[config.mk]
export PLATFORM = sky130hd
export DESIGN_NAME = cubic_bezier_ease_solver_unit
export DESIGN_NICKNAME = d
export VERILOG_FILES = /design/src/design/cbe_pkg.sv /design/src/design/cbe_mac.sv /design/src/design/cbe_div.sv /design/src/design/cubic_bezier_ease_solver_unit.sv
export SDC_FILE = /design/constraint.sdc
export NUM_CORES = 2
export LEC_CHECK = 0
export ABC_AREA = 1
export BUFFER_PORTS_ARGS = -buffer_cell sky130_fd_sc_hd__clkbuf_2
export CAP_MARGIN = 20
export CORE_ASPECT_RATIO = 2
export CORE_UTILIZATION = 55
export CTS_CLUSTER_SIZE = 28
export DETAILED_ROUTE_END_ITERATION = 8
export GPL_TIMING_DRIVEN = 1
export PLACE_DENSITY = 0.7
export SLEW_MARGIN = 15
export SYNTH_ARGS = -nofsm -noshare
export SYNTH_HDL_FRONTEND = slang
export SYNTH_SLANG_ARGS = --single-unit
[constraint.sdc]
create_clock -name clk -period 18.3 [get_ports clk]
set_clock_uncertainty 0.15 [all_clocks]
set_input_delay 1.83 -clock clk [delete_from_list [all_inputs] [get_ports clk]]
set_output_delay 1.83 -clock clk [all_outputs]
set_load 0.02 [all_outputs]
[src/design/cbe_pkg.sv]
// shared types and constants of the cubic bezier easing solver
`default_nettype none
package cbe_pkg;
  localparam int FRAC_BITS = 16;
  localparam int XW        = 17;
  localparam int YW        = 19;
  localparam int ACC_W     = 28;
  localparam int NUM_W     = ACC_W + FRAC_BITS;
  localparam int DEN_W     = ACC_W;
  localparam logic [XW-1:0] ONE_Q = XW'(1) << FRAC_BITS;

  localparam logic [2:0] CFG_CTRL1_X   = 3'd0;
  localparam logic [2:0] CFG_CTRL1_Y   = 3'd1;
  localparam logic [2:0] CFG_CTRL2_X   = 3'd2;
  localparam logic [2:0] CFG_CTRL2_Y   = 3'd3;
  localparam logic [2:0] CFG_TOLERANCE = 3'd4;

  typedef struct packed {
    logic                    en;
    logic signed [ACC_W-1:0] mul_a;
    logic signed [ACC_W-1:0] add;
  } mac_req_t;
endpackage
`default_nettype wire

[src/design/cbe_mac.sv]
// shared multiply-accumulate step: acc = floor(a * t) + add
`default_nettype none
module cbe_mac (
  input  wire logic                                 clk,
  input  wire cbe_pkg::mac_req_t                    req,
  input  wire logic [cbe_pkg::XW-1:0]               t_in,
  output logic signed [cbe_pkg::ACC_W-1:0]          acc
);
  logic signed [cbe_pkg::ACC_W+cbe_pkg::XW:0] prod;
  logic signed [cbe_pkg::ACC_W-1:0]           acc_r;
  logic signed [cbe_pkg::ACC_W-1:0]           acc_nxt;

  // product with floor, an arithmetic shift
  assign prod    = req.mul_a * $signed({1'b0, t_in});
  assign acc_nxt = $signed(prod[cbe_pkg::ACC_W+cbe_pkg::FRAC_BITS-1:cbe_pkg::FRAC_BITS])
                   + req.add;

  always_ff @(posedge clk) begin
    if (req.en) begin
      acc_r <= acc_nxt;
    end
  end

  assign acc = acc_r;
endmodule
`default_nettype wire

[src/design/cbe_div.sv]
// restoring divider on magnitudes, one quotient bit a cycle
`default_nettype none
module cbe_div (
  input  wire logic                         clk,
  input  wire logic                         rst_n,
  input  wire logic                         start,
  input  wire logic [cbe_pkg::NUM_W-1:0]    num_mag,
  input  wire logic [cbe_pkg::DEN_W-1:0]    den_mag,
  output logic                              done,
  output logic                              running,
  output logic [cbe_pkg::NUM_W-1:0]         quo
);
  localparam int CW = $clog2(cbe_pkg::NUM_W + 1);

  logic [CW-1:0]               cnt_r, cnt_nxt;
  logic                        run_r, run_nxt;
  logic                        done_r, done_nxt;
  logic [cbe_pkg::DEN_W-1:0]   rem_r, rem_nxt;
  logic [cbe_pkg::DEN_W-1:0]   den_r, den_nxt;
  logic [cbe_pkg::NUM_W-1:0]   quo_r, quo_nxt;
  logic [cbe_pkg::DEN_W:0]     rem_sh;
  logic [cbe_pkg::DEN_W:0]     rem_sub;

  assign rem_sh  = {rem_r, quo_r[cbe_pkg::NUM_W-1]};
  assign rem_sub = rem_sh - {1'b0, den_r};

  // iteration control
  always_comb begin
    cnt_nxt  = cnt_r;
    run_nxt  = run_r;
    done_nxt = 1'b0;
    rem_nxt  = rem_r;
    den_nxt  = den_r;
    quo_nxt  = quo_r;
    if (start) begin
      cnt_nxt = CW'(cbe_pkg::NUM_W);
      run_nxt = 1'b1;
      rem_nxt = '0;
      den_nxt = den_mag;
      quo_nxt = num_mag;
    end else if (run_r) begin
      if (rem_sh >= {1'b0, den_r}) begin
        rem_nxt = rem_sub[cbe_pkg::DEN_W-1:0];
        quo_nxt = {quo_r[cbe_pkg::NUM_W-2:0], 1'b1};
      end else begin
        rem_nxt = rem_sh[cbe_pkg::DEN_W-1:0];
        quo_nxt = {quo_r[cbe_pkg::NUM_W-2:0], 1'b0};
      end
      cnt_nxt = cnt_r - CW'(1);
      if (cnt_r == CW'(1)) begin
        run_nxt  = 1'b0;
        done_nxt = 1'b1;
      end
    end
  end

  always_ff @(posedge clk) begin
    if (!rst_n) begin
      cnt_r  <= '0;
      run_r  <= 1'b0;
      done_r <= 1'b0;
    end else begin
      cnt_r  <= cnt_nxt;
      run_r  <= run_nxt;
      done_r <= done_nxt;
    end
    rem_r <= rem_nxt;
    den_r <= den_nxt;
    quo_r <= quo_nxt;
  end

  assign done    = done_r;
  assign running = run_r;
  assign quo     = quo_r;
endmodule
`default_nettype wire

[src/design/cubic_bezier_ease_solver_unit.sv]
// top level: registers, solve sequencer and result word of the easing solver
//
// One word at a time: start is taken while busy is low, and busy stays high until
// the result word has been shown on out_valid for its single cycle; the receiver
// cannot stall, so that cycle is final. Each Newton step evaluates the curve and checks it,
// then takes the derivative and checks it, then runs the shared divider, one quotient
// bit a cycle; after the Newton steps come the bisection setup, the bisection steps,
// each an evaluation and a check, the output evaluation and the result word.
// All curve evaluations go through one multiply-accumulate unit in Horner form.
// Configuration must be written only while busy is low, a rule the block leaves to the user; cfg_ready is always high.
`default_nettype none
module cubic_bezier_ease_solver_unit #(
  parameter int NEWTON_STEPS = 8,
  parameter int BISECT_STEPS = 17
) (
  input  wire logic                               clk,
  input  wire logic                               rst_n,
  input  wire logic                               start,
  output logic                                    busy,
  input  wire logic [cbe_pkg::XW-1:0]             in_progress,
  output logic                                    out_valid,
  output logic signed [cbe_pkg::YW-1:0]           out_eased_value,
  output logic [cbe_pkg::XW-1:0]                  out_curve_param,
  input  wire logic                               cfg_valid,
  output logic                                    cfg_ready,
  input  wire logic [2:0]                         cfg_index,
  input  wire logic [cbe_pkg::YW-1:0]             cfg_data
);
  localparam int AW = cbe_pkg::ACC_W;
  localparam int XW = cbe_pkg::XW;
  localparam int NCW = $clog2(NEWTON_STEPS + 2);
  localparam int BCW = $clog2(BISECT_STEPS + 2);

  localparam logic [3:0] S_IDLE = 4'd0;
  localparam logic [3:0] S_NX   = 4'd1;
  localparam logic [3:0] S_NCHK = 4'd2;
  localparam logic [3:0] S_ND   = 4'd3;
  localparam logic [3:0] S_DCHK = 4'd4;
  localparam logic [3:0] S_DIV  = 4'd5;
  localparam logic [3:0] S_BSET = 4'd6;
  localparam logic [3:0] S_BX   = 4'd7;
  localparam logic [3:0] S_BCHK = 4'd8;
  localparam logic [3:0] S_Y    = 4'd9;
  localparam logic [3:0] S_YSAT = 4'd10;
  localparam logic [3:0] S_OUT  = 4'd11;

  localparam logic signed [AW-1:0] ONE_S  = AW'(1) <<< cbe_pkg::FRAC_BITS;
  localparam logic signed [AW-1:0] Y_MIN  = -(AW'(2) <<< cbe_pkg::FRAC_BITS);
  localparam logic signed [AW-1:0] Y_MAX  = AW'(3) <<< cbe_pkg::FRAC_BITS;
  localparam logic signed [AW-1:0] K2     = AW'(2);
  localparam logic signed [AW-1:0] K3     = AW'(3);

  // configuration registers
  logic [XW-1:0]                 c1x_r, c2x_r, tol_r;
  logic signed [cbe_pkg::YW-1:0] c1y_r, c2y_r;

  assign cfg_ready = 1'b1;

  always_ff @(posedge clk) begin
    if (!rst_n) begin
      c1x_r <= XW'(16384);
      c1y_r <= cbe_pkg::YW'(6554);
      c2x_r <= XW'(16384);
      c2y_r <= cbe_pkg::YW'(65536);
      tol_r <= XW'(16);
    end else if (cfg_valid && cfg_ready) begin
      case (cfg_index)
        cbe_pkg::CFG_CTRL1_X:   c1x_r <= cfg_data[XW-1:0];
        cbe_pkg::CFG_CTRL1_Y:   c1y_r <= cfg_data;
        cbe_pkg::CFG_CTRL2_X:   c2x_r <= cfg_data[XW-1:0];
        cbe_pkg::CFG_CTRL2_Y:   c2y_r <= cfg_data;
        cbe_pkg::CFG_TOLERANCE: tol_r <= cfg_data[XW-1:0];
        default: ;
      endcase
    end
  end

  // polynomial coefficients, adds only
  logic signed [AW-1:0] p1x, p2x, p1y, p2y;
  logic signed [AW-1:0] ax, bx, cx, ay, by, cy, ax3, bx2;

  assign p1x = $signed(AW'(c1x_r));
  assign p2x = $signed(AW'(c2x_r));
  assign p1y = AW'(c1y_r);
  assign p2y = AW'(c2y_r);
  assign cx  = K3 * p1x;
  assign bx  = K3 * (p2x - p1x) - cx;
  assign ax  = ONE_S - cx - bx;
  assign cy  = K3 * p1y;
  assign by  = K3 * (p2y - p1y) - cy;
  assign ay  = ONE_S - cy - by;
  assign ax3 = K3 * ax;
  assign bx2 = K2 * bx;

  // sequencer state
  logic [3:0]           st_r, st_nxt;
  logic [1:0]           ph_r, ph_nxt;
  logic [NCW-1:0]       ns_r, ns_nxt;
  logic [BCW-1:0]       bs_r, bs_nxt;
  logic [XW-1:0]        x_r, x_nxt;
  logic [XW-1:0]        t_r, t_nxt;
  logic [XW-1:0]        lo_r, lo_nxt, hi_r, hi_nxt;
  logic signed [AW-1:0] err_r, err_nxt;
  logic                 dneg_r, dneg_nxt;
  logic signed [cbe_pkg::YW-1:0] y_r, y_nxt;

  cbe_pkg::mac_req_t    mreq;
  logic signed [AW-1:0] acc;
  logic                 dv_start;
  logic [cbe_pkg::NUM_W-1:0] dv_num;
  logic [cbe_pkg::DEN_W-1:0] dv_den;
  logic                 dv_done, dv_run;
  logic [cbe_pkg::NUM_W-1:0] dv_quo;

  cbe_mac u_mac (
    .clk  (clk),
    .req  (mreq),
    .t_in (t_r),
    .acc  (acc)
  );

  cbe_div u_div (
    .clk     (clk),
    .rst_n   (rst_n),
    .start   (dv_start),
    .num_mag (dv_num),
    .den_mag (dv_den),
    .done    (dv_done),
    .running (dv_run),
    .quo     (dv_quo)
  );

  // helper values
  logic signed [AW-1:0] diff;
  logic [AW-1:0]        diff_abs;
  logic                 in_tol;
  logic [AW-1:0]        err_abs;
  logic [AW-1:0]        d_abs;
  logic signed [cbe_pkg::NUM_W+1:0] tq;
  logic [XW-1:0]        t_clamp;
  logic [XW-1:0]        mid;
  logic [XW-1:0]        x_clamp;

  assign diff     = acc - $signed(AW'(x_r));
  assign diff_abs = diff[AW-1] ? AW'(-diff) : AW'(diff);
  assign in_tol   = diff_abs < AW'(tol_r);
  assign err_abs  = err_r[AW-1] ? AW'(-err_r) : AW'(err_r);
  assign d_abs    = acc[AW-1] ? AW'(-acc) : AW'(acc);
  assign dv_num   = {err_abs, cbe_pkg::FRAC_BITS'(0)};
  assign dv_den   = d_abs;
  assign x_clamp  = (in_progress > cbe_pkg::ONE_Q) ? cbe_pkg::ONE_Q : in_progress;

  // newton update t - err*one/d, then clamp to [0, one]
  always_comb begin
    if (err_r[AW-1] ^ dneg_r) begin
      tq = $signed((cbe_pkg::NUM_W+2)'(t_r)) + $signed((cbe_pkg::NUM_W+2)'(dv_quo));
    end else begin
      tq = $signed((cbe_pkg::NUM_W+2)'(t_r)) - $signed((cbe_pkg::NUM_W+2)'(dv_quo));
    end
    if (tq[cbe_pkg::NUM_W+1]) begin
      t_clamp = '0;
    end else if (tq > $signed((cbe_pkg::NUM_W+2)'(cbe_pkg::ONE_Q))) begin
      t_clamp = cbe_pkg::ONE_Q;
    end else begin
      t_clamp = tq[XW-1:0];
    end
  end

  // next bisection bounds and midpoint
  always_comb begin
    lo_nxt = lo_r;
    hi_nxt = hi_r;
    if ($signed(AW'(x_r)) > acc) begin
      lo_nxt = t_r;
    end else begin
      hi_nxt = t_r;
    end
    mid = lo_nxt + ((hi_nxt - lo_nxt) >> 1);
  end

  // main sequencer
  always_comb begin
    st_nxt   = st_r;
    ph_nxt   = ph_r;
    ns_nxt   = ns_r;
    bs_nxt   = bs_r;
    x_nxt    = x_r;
    t_nxt    = t_r;
    err_nxt  = err_r;
    dneg_nxt = dneg_r;
    y_nxt    = y_r;
    dv_start = 1'b0;
    mreq.en    = 1'b0;
    mreq.mul_a = acc;
    mreq.add   = '0;
    case (st_r)
      S_IDLE: begin
        if (start) begin
          x_nxt  = in_progress;
          t_nxt  = x_clamp;
          ns_nxt = '0;
          ph_nxt = '0;
          st_nxt = (NEWTON_STEPS == 0) ? S_BSET : S_NX;
        end
      end
      S_NX, S_BX, S_Y: begin
        mreq.en = 1'b1;
        if (ph_r == 2'd0) begin
          mreq.mul_a = (st_r == S_Y) ? ay : ax;
          mreq.add   = (st_r == S_Y) ? by : bx;
        end else if (ph_r == 2'd1) begin
          mreq.add   = (st_r == S_Y) ? cy : cx;
        end
        ph_nxt = ph_r + 2'd1;
        if (ph_r == 2'd2) begin
          ph_nxt = '0;
          case (st_r)
            S_NX:    st_nxt = S_NCHK;
            S_BX:    st_nxt = S_BCHK;
            default: st_nxt = S_YSAT;
          endcase
        end
      end
      S_NCHK: begin
        err_nxt = diff;
        st_nxt  = in_tol ? S_Y : S_ND;
      end
      S_ND: begin
        mreq.en = 1'b1;
        if (ph_r == 2'd0) begin
          mreq.mul_a = ax3;
          mreq.add   = bx2;
          ph_nxt     = 2'd1;
        end else begin
          mreq.add = cx;
          ph_nxt   = '0;
          st_nxt   = S_DCHK;
        end
      end
      S_DCHK: begin
        dneg_nxt = acc[AW-1];
        if (acc == '0) begin
          st_nxt = S_BSET;
        end else begin
          dv_start = 1'b1;
          st_nxt   = S_DIV;
        end
      end
      S_DIV: begin
        if (dv_done) begin
          t_nxt  = t_clamp;
          ns_nxt = ns_r + NCW'(1);
          st_nxt = (ns_r + NCW'(1) == NCW'(NEWTON_STEPS)) ? S_BSET : S_NX;
        end
      end
      S_BSET: begin
        ph_nxt = '0;
        bs_nxt = '0;
        if (x_r > cbe_pkg::ONE_Q) begin
          t_nxt  = cbe_pkg::ONE_Q;
          st_nxt = S_Y;
        end else begin
          t_nxt  = x_r;
          st_nxt = S_BX;
        end
      end
      S_BCHK: begin
        if (in_tol) begin
          st_nxt = S_Y;
        end else begin
          t_nxt  = mid;
          bs_nxt = bs_r + BCW'(1);
          st_nxt = ((bs_r + BCW'(1) < BCW'(BISECT_STEPS)) && (lo_nxt < hi_nxt)) ?
                   S_BX : S_Y;
        end
      end
      S_YSAT: begin
        if (acc < Y_MIN) begin
          y_nxt = Y_MIN[cbe_pkg::YW-1:0];
        end else if (acc > Y_MAX) begin
          y_nxt = Y_MAX[cbe_pkg::YW-1:0];
        end else begin
          y_nxt = acc[cbe_pkg::YW-1:0];
        end
        st_nxt = S_OUT;
      end
      S_OUT: begin
        st_nxt = S_IDLE;
      end
      default: st_nxt = S_IDLE;
    endcase
  end

  // bisection bounds reset in setup and register on every check
  always_ff @(posedge clk) begin
    if (st_r == S_BSET) begin
      lo_r <= '0;
      hi_r <= cbe_pkg::ONE_Q;
    end else if (st_r == S_BCHK) begin
      lo_r <= lo_nxt;
      hi_r <= hi_nxt;
    end
  end

  always_ff @(posedge clk) begin
    if (!rst_n) begin
      st_r <= S_IDLE;
      ph_r <= '0;
      ns_r <= '0;
      bs_r <= '0;
    end else begin
      st_r <= st_nxt;
      ph_r <= ph_nxt;
      ns_r <= ns_nxt;
      bs_r <= bs_nxt;
    end
    x_r    <= x_nxt;
    t_r    <= t_nxt;
    err_r  <= err_nxt;
    dneg_r <= dneg_nxt;
    y_r    <= y_nxt;
  end

  // result word
  assign busy            = (st_r != S_IDLE);
  assign out_valid       = (st_r == S_OUT);
  assign out_eased_value = y_r;
  assign out_curve_param = t_r;

  // checks
  a_idle_div: assert property (@(posedge clk) disable iff (!rst_n)
    !busy |-> !dv_run)
    else $error("divider running while idle");
  a_t_range: assert property (@(posedge clk) disable iff (!rst_n)
    out_valid |-> (out_curve_param <= cbe_pkg::ONE_Q))
    else $error("curve parameter out of range");
  a_take: assert property (@(posedge clk) disable iff (!rst_n)
    (start && !busy) |=> busy)
    else $error("word taken but block not busy");
  a_done_div: assert property (@(posedge clk) disable iff (!rst_n)
    dv_done |-> (st_r == S_DIV))
    else $error("divider finished outside divide state");
endmodule
`default_nettype wire
# == After elaboration in Yosys (flattened, before gate mapping) ==
# Cells that the tools add are included.
# op_classes
muxes,57
multipliers,6
magnitude_cmp,10
n_bitwise,3
reduce_logical,26
eq_ne,24
n_addsub,22
# ops
operator,count
2-to-1 mux 28 bit,11
2-to-1 mux 17 bit,9
one-hot mux 57 bit (2 select lines),1
2-to-1 mux 44 bit,2
negation 28 bit,3
one-hot mux 17 bit (4 select lines),1
> comparator 46 x 18 -> 1 bit (second input constant),1
2-to-1 mux 46 bit,1
adder 17 x 44 -> 45 bit,1
subtractor 17 x 44 -> 45 bit,1
multiplier 28 x 18 -> 44 bit,1
2-to-1 mux 4 bit,10
one-hot mux 4 bit (9 select lines),1
> comparator 17 bit (second input constant),2
>= comparator 29 x 28 -> 1 bit,1
adder 28 bit,1
> comparator 18 x 28 -> 1 bit,1
> comparator 28 x 19 -> 1 bit (second input constant),1
zero test 28 bit,1
less-than comparator 28 x 17 -> 1 bit,1
less-than comparator 28 x 18 -> 1 bit (second input constant),1
subtractor 28 x 18 -> 28 bit,1
subtractor 28 bit,1
2-to-1 mux 27 bit,1
other kinds (55),93
# word_totals
output_inout_bits,39
wordCells,175
reg_bits,356

# == Depth between registers and ports, before layout ==
# depth
word_depth,9
depth_mapped,88

# == Modules after synthesis ==
# From an unflattened synthesis, not the netlist that was laid out.
# unflattened
cells_unflattened,8649
hier_area_um2,58529.9
# by_module_without_submodules
module,seq_area_each_um2,cells_each,n_inst,area_per_inst_um2
cubic_bezier_ease_solver_unit,5225.0,4980,1,31529.0
cbe_mac,840.8,2756,1,20340.8
cbe_div,2882.8,913,1,6660.1

# == Worst setup path after synthesis ==
# No wires, ideal clock.
# synth_path
path_type,register to register
startpoint,register c2x_r[0]
endpoint,"register u_mac.acc_r, in the netlist u_mac.acc[27] (data pin)"
slack_ns,4.322
required_time_ns,17.898
stages_incl_launch_ff,80
setup_ns,0.252
arrival_ns,13.576
path_cell_list,dfxtp_1 inv_1 ha_1 fa_1 o21ai_0 a21oi_1 o21bai_1 a21o_1 a21oi_1 o21ai_0 nand3_1 nand2_1 a21oi_1 o21bai_1 xor2_1 inv_1 ha_1 inv_1 [44 not listed] nor3_1 nand2_1 nand3_1 a31oi_1 o21ai_0 a21oi_1 o31ai_1 xor2_1 ha_1 a21oi_1 o21ai_0 a21oi_1 o21ai_0 a41oi_1 nand3b_1 nand2_1 nand2_1 nand2_1
# synth_via
elab_chain_len,9
word_cells_on_any_way,14
# synth_rtl
element,line,source
from (decl),cubic_bezier_ease_solver_unit.sv:54,"logic [XW-1:0] c1x_r, c2x_r, tol_r;"
from (signal assigned),cubic_bezier_ease_solver_unit.sv:70,cbe_pkg::CFG_CTRL2_X: c2x_r <= cfg_data[XW-1:0];
subtractor 17 x 17 -> 18 bit *,cubic_bezier_ease_solver_unit.sv:87,assign bx = K3 * (p2x - p1x) - cx;
multiplier 3 x 18 -> 21 bit *,cubic_bezier_ease_solver_unit.sv:87,
subtractor 21 x 20 -> 22 bit *,cubic_bezier_ease_solver_unit.sv:87,
subtractor 20 x 22 -> 23 bit,cubic_bezier_ease_solver_unit.sv:88,assign ax = ONE_S - cx - bx;
multiplier 3 x 23 -> 26 bit / 2-to-1 mux 28 bit (equally long branches),"cubic_bezier_ease_solver_unit.sv:92, cubic_bezier_ease_solver_unit.sv:209",
2-to-1 mux 28 bit (on tied branches),"cubic_bezier_ease_solver_unit.sv:230, cubic_bezier_ease_solver_unit.sv:208",
one-hot mux 57 bit (2 select lines) *,cubic_bezier_ease_solver_unit.sv:196,case (st_r)
multiplier 28 x 18 -> 44 bit,cbe_mac.sv:14,"assign prod = req.mul_a * $signed({1'b0, t_in});"
adder 28 bit *,cbe_mac.sv:16,+ req.add;
named net u_mac.acc_nxt (one bit),cbe_mac.sv:11,logic signed [cbe_pkg::ACC_W-1:0] acc_nxt;
to (signal assigned),cbe_mac.sv:20,acc_r <= acc_nxt;
to (decl),cbe_mac.sv:10,logic signed [cbe_pkg::ACC_W-1:0] acc_r;
# Mark *: on every way through the listed nets, which the timed path passes. The rest lies on a longest branch.
# A chain may end at the register's enable or synchronous reset.

# == Final worst setup path ==
# layout_path
startpoint,register c1y_r[0] (netlist name)
endpoint,"register u_mac.acc_r, in the netlist u_mac.acc[26] (data pin)"
# layout_via
elab_chain_len,9
word_cells_on_any_way,15
# layout_rtl
element,line,source
from (decl),cubic_bezier_ease_solver_unit.sv:55,"logic signed [cbe_pkg::YW-1:0] c1y_r, c2y_r;"
from (signal assigned),cubic_bezier_ease_solver_unit.sv:62,c1y_r <= cbe_pkg::YW'(6554);
from (signal assigned),cubic_bezier_ease_solver_unit.sv:69,cbe_pkg::CFG_CTRL1_Y: c1y_r <= cfg_data;
subtractor 19 x 19 -> 20 bit,cubic_bezier_ease_solver_unit.sv:90,assign by = K3 * (p2y - p1y) - cy;
multiplier 3 x 20 -> 23 bit,cubic_bezier_ease_solver_unit.sv:90,
subtractor 23 x 22 -> 24 bit,cubic_bezier_ease_solver_unit.sv:90,
subtractor 23 x 24 -> 25 bit,cubic_bezier_ease_solver_unit.sv:91,assign ay = ONE_S - cy - by;
2-to-1 mux 28 bit,cubic_bezier_ease_solver_unit.sv:209,mreq.mul_a = (st_r == S_Y) ? ay : ax;
2-to-1 mux 28 bit,cubic_bezier_ease_solver_unit.sv:208,if (ph_r == 2'd0) begin
one-hot mux 57 bit (2 select lines) *,cubic_bezier_ease_solver_unit.sv:196,
multiplier 28 x 18 -> 44 bit,cbe_mac.sv:14,
adder 28 bit *,cbe_mac.sv:16,
named net u_mac.acc_nxt (one bit),cbe_mac.sv:11,
# Marked as above.

==> impl.org <==
** Clock network
- In this run the post-CTS setup repair buffer count came out at 0.
- After clock tree synthesis, the repair step resized 0 gates.
- CTS tree :: built
- Post-cts hold buffer count :: 0
- Maximum root-to-sink buffer count :: 3
- Clock buffers created by TritonCTS :: 39
- Sinks on the clock net :: 356
- Clock latency on the worst-skew pair :: 0.65 ns
- Cell at the root of the clock tree :: clkbuf_16
- The H-tree was split into 2 levels.
- After clock tree synthesis, the clock-pin slew on the worst setup and hold paths is 0.07 ns.

** Run
- Max-cap violations in this run came to 0.

** Timing
- Setup violations remaining at the end of the flow were counted as 0.
- Rel. slew slack :: 19.36%
- At the pin with the least slew margin, the transition time is 1.205 ns.
- Final hold vios :: 0
- Setup repair after global routing left no endpoint under its margin.
- For this run, the top clock speed supported by timing is 59.22 MHz.
- The routed design could run at a clock period as short as 16.89 ns.
- The final-report max-slew violation count came to 0.
- Post-Route Setup TNS :: 0 ns
- Share of the clock period used by the worst path after layout :: 92.27%

** Setup path
- Worst setup path category :: reg2reg
- In this run the register-to-register setup slack is 1.41 ns.
- Critical Path End Type :: flip-flop
- The worst register-to-register path ends at u_mac.acc[26].
- Of all nets on the critical path, the largest fanout is 10.
- Worst Path Required :: 18.51 ns
- Slowest cell delay on critical path :: 0.98 ns
- Startpoint kind of the worst setup timing path :: flip-flop
- Worst R2R Path Depth :: 62
- Slowest library cell on the worst path :: xor2_1
- Worst Setup EP :: u_mac.acc[26]
- Reg2reg start :: c1y_r[0]
- The most critical setup path has its startpoint at c1y_r[0].
- Critical path data arrival time :: 17.10 ns

** Yosys
- Synth warnings :: 0
- Counting flops with a built-in enable in the synthesized netlist gives 166.
- Leading register cell type out of synthesis :: dfxtp_1
- The netlist uses 75 different library cells.
- Summing the sequential cell areas from Yosys gives 16.20% of the chip area.
- After technology mapping, the gate count stands at 7512.
- Each instance of the synthesized netlist takes up on average 7.222 um^2.
- Summing every instance area after synthesis gives 0.05425 mm^2.
- After synthesis, the share of flip-flops with an asynchronous set or reset is 0%.
- Synthesized flop and latch total :: 356
- Post-Syn Nets :: 8599

** Hold path
- Class of the worst hold path :: reg2reg

** Floorplan
- After floorplanning, the core was sized to cover 0.09750 mm^2.
- Measured along the x axis, the die boundary spans 224.1 um.
- Chip height :: 446.2 um
- Die ar. :: 0.09998 mm^2
- Starting Density :: 55.65%
- # rows :: 162
- Ports placed on the boundary :: 82

** GRT
- Overall routing resource usage :: 41.77%
- Grt ovf :: 0
- Pin count of the biggest net entering global routing :: 94
- The via count of the first global-routing pass was 53230.
- The first global-routing pass estimated 309.3 mm of wire.
- The number of antenna violations at the first check in global routing is 8.

** Placement
- The wire-length estimate of the detail-placed layout is 165.9 mm.
- Once placement completed, the tool counted placed cells totaling 8781.
- Final Wtd Congestion :: 1.118
- In this run the tool buffered the top-level ports with 80 buffer cells.

** Cells and area
- Number of nets in the layout :: 8602
- Of the cells placed in the final design, the portion with a size suffix greater than 1 is 4.943%.
- From synthesis to final layout, the design area changed by 6.070%.
- Post-route insts no fill :: 8861

** Route
- In this run the remaining antenna-violating nets after routing total 0.
- Total number of vias :: 51810
- Number of optimization iterations in the first detailed-route pass :: 6
- In the routed design, unresolved DRC markers number 0.
- DRC marker count from the first detailed-route iteration :: 3838
- Dividing the detail-routed wire length by the instance count gives 23.28 um.
- After detailed routing, the total wire length is 206.2 mm.
- Vias per cell :: 5.847

** Status
- The run finished with clean final reports.
==> per-stage QoR <==
| step | util [%] | hold slack (ns) | setup slack [ns] | area, um^2 |
|---|---|---|---|---|
| 2_1_floorplan | - | 0.2731 | 4.322 | 54250 |
| 3_3_place_gp | 57.52 | 0.2843 | 2.213 | 56080 |
| 3_5_place_dp | 57.52 | 0.2920 | 2.064 | 56080 |
| 4_1_cts | 58.90 | 0.3091 | 1.965 | 57430 |
| 5_1_grt | 59.02 | 0.3323 | 0.6005 | 57540 |
| 6_report | 59.02 | 0.3091 | 1.415 | 57550 |
==> Yosys cell counts (all sizes together), types with 37 or more instances <==
cell,count,area (um^2)
inv,1504,5645
nor2,782,3009
buf,37,188.9
o21ai,474,2414
nand4,80,506.7
clkbuf,157,589.3
o21bai,39,296.5
o22ai,60,381.6
a21oi,526,2659
edfxtp,166,4985
nand3,303,1562
nor4,46,300.3
nand2,1356,5172
ha,545,6819
nor3,83,455.4
dfxtp,190,3804
xor2,279,2466
xnor2,97,849.6
fa,499,9990
==> per-layer routing <==
layer / part of all wire [%] / wire [um] / up-vias / global-route usage, %
li1: - / - / 23990 / -
met1: 30 / 62730 / 24530 / 37.80
met2: 49 / 101800 / 2232 / 72.73
met3: 7.3 / 15130 / 1059 / 10.08
met4: 13 / 26550 / 8 / 45.19
met5: 0.028 / 57 / - / 0
==> sequential cells by signal, indices dropped and copies added (netlist names), 4 cells and up <==
register         cells
u_div.den_r         28
st_r                 4
u_div.rem_r         28
x_r                 17
lo_r                17
hi_r                17
out_curve_param     17
err_r               28
c2y_r               19
u_div.quo           44
u_div.cnt_r          6
c1y_r               19
bs_r                 5
c2x_r               17
u_mac.acc           28
ns_r                 4
c1x_r               17
out_eased_value     19
tol_r               17
==> worst min-delay path by stage <==
stage / cells after the start / from / endpoint
after floorplan: 2 / lo_r[10] / lo_r[10]
after global placement: 2 / lo_r[12] / lo_r[12]
after detailed placement: 2 / lo_r[3] / lo_r[3]
after CTS: 2 / lo_r[3] / lo_r[3]
after global routing: 2 / lo_r[10] / lo_r[10]
final: 2 / lo_r[8] / lo_r[8]
==> cell families (layout without fill, tap and decap cells) <==
group / after synthesis / count (layout) / share of synthesized area (%)
simple gates: 2698 / 2698 / 20.89
xor+xnor: 376 / 376 / 6.111
compound gates: 1318 / 1318 / 13.81
other cells: 1 / 4 / 0.006912
mux: 1 / 1 / 0.01845
fa+ha+maj: 1044 / 1044 / 30.98
buf+inv: 1718 / 1752 / 11.98
flops: 356 / 356 / 16.20
==> cells in the final DEF, fill, tap and decap left out, drive strengths merged, types with 83 or more instances in the layout <==
master / n
nor3: 83
o21ai: 474
dfxtp: 190
nor2: 782
edfxtp: 166
fa: 499
clkbuf: 130
a21oi: 526
ha: 545
inv: 1512
nand3: 303
xnor2: 97
nand2: 1356
xor2: 279
==> area by class of cell <==
type | instances | area, um^2
Tap cell | 1312 | 1642
Clock inverter | 25 | 295.3
Timing Repair Buffer | 156 | 1005
Clock buffer | 47 | 1057
Inverter | 1524 | 5720
Antenna cell | 3 | 7.507
Multi-Input combinational cell | 5438 | 39030
Sequential cell | 356 | 8788
Fill cell | 9478 | 39950
==> critical path: cells and delay by family (launching register included) <==
kind | cells | cell delay, ns
AND/OR/NAND/NOR | 18 | 2.48
AO/OA/AOI/OAI | 14 | 3.84
XOR/XNOR | 5 | 2.03
adder cells (fa/ha/maj) | 16 | 6.31
flip-flops | 1 | 0.50
buffers and inverters | 9 | 1.25
Power is not shown: default switching activity piles up to over one toggle a cycle in this logic, so the estimate is an artifact.
